File: config.mk
export PLATFORM = sky130hd
export DESIGN_NAME = sorted_priority_queue_unit
export DESIGN_NICKNAME = d
export VERILOG_FILES = /design/src/design/spq_pkg.sv /design/src/design/spq_cell.sv /design/src/design/sorted_priority_queue_unit.sv
export VERILOG_INCLUDE_DIRS = /design/src /design/src/design
export SDC_FILE = /design/constraint.sdc
export NUM_CORES = 2
export LEC_CHECK = 0
export ABC_AREA = 1
export BUFFER_PORTS_ARGS = -buffer_cell sky130_fd_sc_hd__buf_2
export CAP_MARGIN = 20
export CORE_UTILIZATION = 50
export CTS_CLUSTER_SIZE = 10
export DETAILED_ROUTE_END_ITERATION = 12
export PLACE_DENSITY = 0.72
export SYNTH_ARGS = -nofsm -noshare
export SYNTH_HDL_FRONTEND = slang
export SYNTH_HIERARCHICAL = 1
export SYNTH_SLANG_ARGS = --single-unit
export TNS_END_PERCENT = 20
File: constraint.sdc
create_clock -name clock -period 3.57 [get_ports clock]
set_clock_uncertainty 0.2 [all_clocks]
set_input_delay 0.714 -clock clock [delete_from_list [all_inputs] [get_ports clock]]
set_output_delay 0.714 -clock clock [all_outputs]
set_load 0.1 [all_outputs]
File: src/design/assert_macros.svh
// assertion macros shared by the sorted priority queue rtl
// no dependencies; included inside module bodies

`ifndef ASSERT_MACROS_SVH
`define ASSERT_MACROS_SVH

// same-cycle implication, checked outside reset
`define ASSERT_IMPLIES(lbl, clk, rst, ante, cons, msg) \
   lbl: assert property (@(posedge clk) disable iff (rst) (ante) |-> (cons)) \
      else $error(msg);

// next-cycle implication, checked outside reset
`define ASSERT_NEXT(lbl, clk, rst, ante, cons, msg) \
   lbl: assert property (@(posedge clk) disable iff (rst) (ante) |=> (cons)) \
      else $error(msg);

`endif

File: src/design/spq_pkg.sv
// shared types and codes for the sorted priority queue
// no dependencies

package spq_pkg;

   localparam int VALUE_W   = 32;
   localparam int STATUS_W  = 2;
   localparam int OCC_W     = 5;
   localparam int DEPTH_DEF = 16;

   typedef logic signed [VALUE_W-1:0] value_type;
   typedef logic [STATUS_W-1:0]       status_type;
   typedef logic [OCC_W-1:0]          occ_type;

   localparam logic OP_INSERT = 1'b0;
   localparam logic OP_POP    = 1'b1;

   localparam status_type STATUS_OK    = 2'd0;
   localparam status_type STATUS_EMPTY = 2'd1;
   localparam status_type STATUS_FULL  = 2'd2;

   // per-cell control from the queue controller
   typedef struct packed {
      logic ins;       // insert transfer this cycle, queue not full
      logic pop;       // pop transfer this cycle, queue not empty
      logic left_lt;   // left neighbor holds a value below the new one; tied high at the front cell
      logic occupied;  // this cell holds a stored value
   } cell_ctl_type;

endpackage

File: src/design/spq_cell.sv
// one storage cell of the sorted priority queue chain
// depends on spq_pkg

module spq_cell (
   input  logic                 clock,
   input  spq_pkg::cell_ctl_type ctl,
   input  spq_pkg::value_type   ins_value,
   input  spq_pkg::value_type   left_value,
   input  spq_pkg::value_type   right_value,
   output spq_pkg::value_type   entry_ff,
   output logic                 lt
);
   import spq_pkg::*;

   value_type entry_in;

   // stored value strictly below the incoming one: stays in place on insert
   assign lt = ctl.occupied && (entry_ff < ins_value);

   always_comb begin
      entry_in = entry_ff;
      if (ctl.ins && !lt) begin
         entry_in = ctl.left_lt ? ins_value : left_value;
      end else if (ctl.pop) begin
         entry_in = right_value;
      end
   end

   always_ff @(posedge clock) begin
      entry_ff <= entry_in;
   end

endmodule

File: src/design/sorted_priority_queue_unit.sv
// top level of the sorted priority queue: cell chain plus count and response
// depends on spq_pkg, spq_cell and assert_macros.svh
//
//   channel   ports                                   handshake
//   -------   -------------------------------------   ---------------------------
//   request   req_opcode, req_value                   start high, busy low
//   response  rsp_front_value, rsp_status,            rsp_valid strobe, one cycle
//             rsp_occupancy
//
// all cells compare against the new value in parallel and shift left or right
// together, so busy never rises and a new transfer is taken on every
// clock edge
// the response appears in the cycle after the request transfer
// reset clears the count and the response strobe; cell contents are not reset
// the receiver cannot stall, so nothing waits on the response side

module sorted_priority_queue_unit #(
   parameter int DEPTH = spq_pkg::DEPTH_DEF
) (
   input  logic                clock,
   input  logic                reset,
   input  logic                start,
   output logic                busy,
   input  logic                req_opcode,
   input  spq_pkg::value_type  req_value,
   output logic                rsp_valid,
   output spq_pkg::value_type  rsp_front_value,
   output spq_pkg::status_type rsp_status,
   output spq_pkg::occ_type    rsp_occupancy
);
   import spq_pkg::*;
   `include "assert_macros.svh"

   localparam int CNT_W = $clog2(DEPTH + 1);

   logic [CNT_W-1:0] count_ff, count_in;
   logic             rsp_valid_ff;
   value_type        front_ff, front_in;
   status_type       status_ff, status_in;

   logic             accept;
   logic             full, empty;
   logic             ins_go, pop_go;

   value_type        cell_value [DEPTH];
   logic             cell_lt    [DEPTH];
   cell_ctl_type     cell_ctl   [DEPTH];

   // the cell chain never stalls a request: always ready
   assign busy   = 1'b0;
   assign accept = start && !busy;

   assign full   = (count_ff == CNT_W'(DEPTH));
   assign empty  = (count_ff == '0);
   assign ins_go = accept && (req_opcode == OP_INSERT) && !full;
   assign pop_go = accept && (req_opcode == OP_POP) && !empty;

   // chain of cells; cell 0 is the front (smallest)
   for (genvar i = 0; i < DEPTH; i++) begin : g_cell
      value_type left_value;
      value_type right_value;
      logic      left_lt;

      if (i == 0) begin : g_first
         assign left_value = req_value;
         assign left_lt    = 1'b1;
      end else begin : g_mid
         assign left_value = cell_value[i-1];
         assign left_lt    = cell_lt[i-1];
      end

      if (i == DEPTH - 1) begin : g_last
         assign right_value = cell_value[i];
      end else begin : g_inner
         assign right_value = cell_value[i+1];
      end

      assign cell_ctl[i].ins      = ins_go;
      assign cell_ctl[i].pop      = pop_go;
      assign cell_ctl[i].left_lt  = left_lt;
      assign cell_ctl[i].occupied = (CNT_W'(i) < count_ff);

      spq_cell u_cell (
         .clock       (clock),
         .ctl         (cell_ctl[i]),
         .ins_value   (req_value),
         .left_value  (left_value),
         .right_value (right_value),
         .entry_ff    (cell_value[i]),
         .lt          (cell_lt[i])
      );
   end

   // count and response fields
   always_comb begin
      count_in  = count_ff;
      front_in  = '0;
      status_in = STATUS_OK;
      if (ins_go) begin
         count_in = count_ff + CNT_W'(1);
      end else if (pop_go) begin
         count_in = count_ff - CNT_W'(1);
         front_in = cell_value[0];
      end else if (accept && (req_opcode == OP_POP)) begin
         status_in = STATUS_EMPTY;
      end else if (accept) begin
         status_in = STATUS_FULL;
      end
   end

   always_ff @(posedge clock) begin
      if (reset) begin
         count_ff     <= '0;
         rsp_valid_ff <= 1'b0;
      end else begin
         count_ff     <= count_in;
         rsp_valid_ff <= accept;
      end
   end

   // response payload, qualified by the strobe
   always_ff @(posedge clock) begin
      if (accept) begin
         front_ff  <= front_in;
         status_ff <= status_in;
      end
   end

   assign rsp_valid       = rsp_valid_ff;
   assign rsp_front_value = front_ff;
   assign rsp_status      = status_ff;
   assign rsp_occupancy   = OCC_W'(count_ff);

   // count never passes capacity
   `ASSERT_IMPLIES(a_count_bound, clock, reset, 1'b1, count_ff <= CNT_W'(DEPTH), "count over depth")
   // every request transfer gives a response in the next cycle
   `ASSERT_NEXT(a_rsp_follows, clock, reset, accept, rsp_valid, "missing response")
   // an empty-pop report always comes with an empty queue
   `ASSERT_IMPLIES(a_empty_occ, clock, reset, rsp_valid && (rsp_status == STATUS_EMPTY), count_ff == '0, "empty status with stored values")
   // front two entries stay in order
   `ASSERT_IMPLIES(a_front_sorted, clock, reset, count_ff > CNT_W'(1), cell_value[0] <= cell_value[1], "front entries out of order")

endmodule

==> flow_metrics.py <==
metrics = {
    "placed_design": {
        "placed_cells": 7001,
        "routabilityCongestion": 0.926,
        "io_buffers": 75,
        "dpl_cell_area_mm2": 0.0470,
        "hpwl_um": 98500,
    },
    "worst_setup_path": {
        "cp_max_fo": 32,
        "critPathBufInv": 5,
        "slowest_stage": "buf_4",
        "path_delay_family": "simple AND/OR/NAND/NOR gates",
        "setup.worst_path.start_class": "primary input",
        "crit_type": "in -> reg",
        "critPathRequiredTime_ns": 3.85,
        "end_kind": "flip-flop",
        "path_cells": "buf_2 -> buf_4 -> inv_1 -> ha_1 -> nand2_1 -> nor2_1 -> nand4_1 -> nor2_1 -> nand2_1 -> nand3_1 -> nand3_4 -> inv_1 -> buf_4 -> nor2_1 -> a21oi_1 -> nand3_1 -> nand2_1",
        "worstPathArrival_ns": 3.48,
        "cp_slowest_stage_delay_ns": 0.34,
    },
    "pwr": {
        "vdd_drop_max_mv": 0.381,
        "p_leak_nw": 24.8,
        "p_per_area_mw_per_mm2": 560,
        "power.total_mw": 27.4,
    },
    "finish": {
        "synthToLayoutAreaGrowth_pct": 12.4,
        "layout-drive-gt1-share_pct": 8.99,
        "layout.cells.non_filler": 7106,
        "stdcell_area_mm2": 0.0489,
        "nNetsFinal": 6463,
        "antenna_cells": 0,
        "num-fill-cells": 7804,
    },
    "worst_hold_path": {
        "hp-class": "in -> reg",
    },
    "die": {
        "die_x_um": 297,
        "dieArea_mm2": 0.0882,
        "fp.coreArea_mm2": 0.0857,
        "dieHeight_um": 297,
        "rows": 107,
        "num_io_pins": 77,
        "start_util_pct": 50.8,
    },
    "logic_synthesis": {
        "synth_cells": 5789,
        "syn_nets": 6325,
        "synth.avg_cell_area_um2": 7.52,
        "synth_area_mm2": 0.0435,
        "yosys_warnings": 6,
    },
    "timing": {
        "setup_viol": 0,
        "grt_setup_unrepaired": "false",
        "fin_tns_setup_ns": 0,
        "hold-worst-slack_ns": 0.106,
        "worstMarginPinSlew_ns": 0.968,
        "period_minus_slack_ns": 3.20,
        "slew_viol_final": 0,
        "slew_headroom_pct": 34.8,
        "final.period_utilization_pct": 89.8,
        "clock.fmax_ghz": 0.312,
        "hold_viol_final": 0,
    },
    "clocking": {
        "clkSlewWorstSetupHoldPaths_ns": 0.06,
        "holdBufCountCts": 0,
        "cts_tree": "yes",
        "cts_resized": 0,
        "cts_setup_buffers": 0,
        "cts_buffers": 68,
        "clkSinkCount": 552,
        "clock_path_buffers": 3,
        "htreeDepth": 3,
        "clock-root-buffer": "clkbuf_16",
        "clock_latency_ns": 0.62,
    },
    "routing": {
        "wl_um": 130000,
        "vias_per_cell": 5.67,
        "drcViolationCount": 0,
        "ant_nets": 0,
        "drtIter0Drc": 3627,
        "routed-via-count": 40300,
        "dr.pass1.iters": 7,
        "wl_per_cell_um": 18.4,
    },
    "global_route": {
        "globalRouteTotalUtil_pct": 29.0,
        "grt_max_degree": 64,
        "grt_pass1_vias": 39300,
        "grt_pass1_wl_um": 206000,
        "grt_overflow": 0,
        "antenna_found_initial": 0,
    },
    "run_status": {
        "status": "completed",
    },
    "job": {
        "maxCapViolations": 0,
    },
}
## placed cells by master (no fill, tap or decap), drive strengths merged
cell type,instances
a21oi,741
buf,348
clkbuf,92
clkinv,13
conb,2
dfxtp,6
edfxtp,546
ha,500
inv,717
mux2,16
nand2,1582
nand3,584
nand4,19
nor2,669
nor3,32
o21a,18
o21ai,74
o21bai,1
xor2,2
## cell type report
type	count	area, µm²	share of cell area, %
well taps	1144	1430	2.93
flip-flops and latches	552	16500	33.8
clock buffers	92	1850	3.79
multi-input cells	4240	22900	46.7
inverters	717	2690	5.50
repair buffers	348	3480	7.10
clock inverters	13	85.1	0.174
## power breakdown
part | switching, mW | internal [mW]
sequential | 1.28 | 9.00
clock | 2.82 | 3.61
combinational | 6.75 | 3.93
## metal layers
metal | global-route usage (%) | vias to the layer above | part of all wire [%]
met3 | 3.99 | 370 | 7.7
met1 | 36.7 | 18900 | 40
met4 | 13.4 | 0 | 5.1
met2 | 49.1 | 1656 | 47
li1 | - | 19400 | -
met5 | 0 | - | 0
## worst paths after layout
path | slack, ns | from | end | depth (start not counted)
max | 0.37 | req_value[21] | g_cell[14].u_cell/entry_ff[16]$_DFFE_PP_ | 17
min | 0.11 | reset | rsp_occupancy[4]$_SDFFE_PP0P_ | 2
max reg2reg | 0.49 | g_cell[13].u_cell/entry_ff[31]$_DFFE_PP_ | g_cell[14].u_cell/entry_ff[16]$_DFFE_PP_ | 14
min reg2reg | 0.34 | rsp_occupancy[0]$_SDFFE_PP0P_ | rsp_occupancy[0]$_SDFFE_PP0P_ | 1
## worst reg2reg max path, stage by stage, from the launching register on
cell and delay (ns):
edfxtp_1 0.45, ha_1 0.36, nand2_1 0.08, nor2_1 0.15, nand2_1 0.11, nor2_1 0.24
nand2_1 0.11, nand3_1 0.12, nand3_4 0.09, inv_1 0.17, buf_4 0.34, nor2_1 0.11
a21oi_1 0.22, nand3_1 0.12, nand2_1 0.09
## sequential cells by signal, summed over array words and instances, names as in the netlist
| name | count |
|---|---|
| rsp_front_value | 32 |
| rsp_occupancy | 5 |
| rsp_valid | 1 |
| g_cell.u_cell/entry_ff | 512 |
| rsp_status | 2 |
## per-stage QoR
step	util, %	worst slack, ns
2_1_floorplan	-	0.167
3_3_place_gp	54.8	-0.179
3_5_place_dp	54.8	-0.216
4_1_cts	57.1	0.417
5_1_grt	57.1	0.191
6_report	57.1	0.365
(Power assumes the default switching activity.)
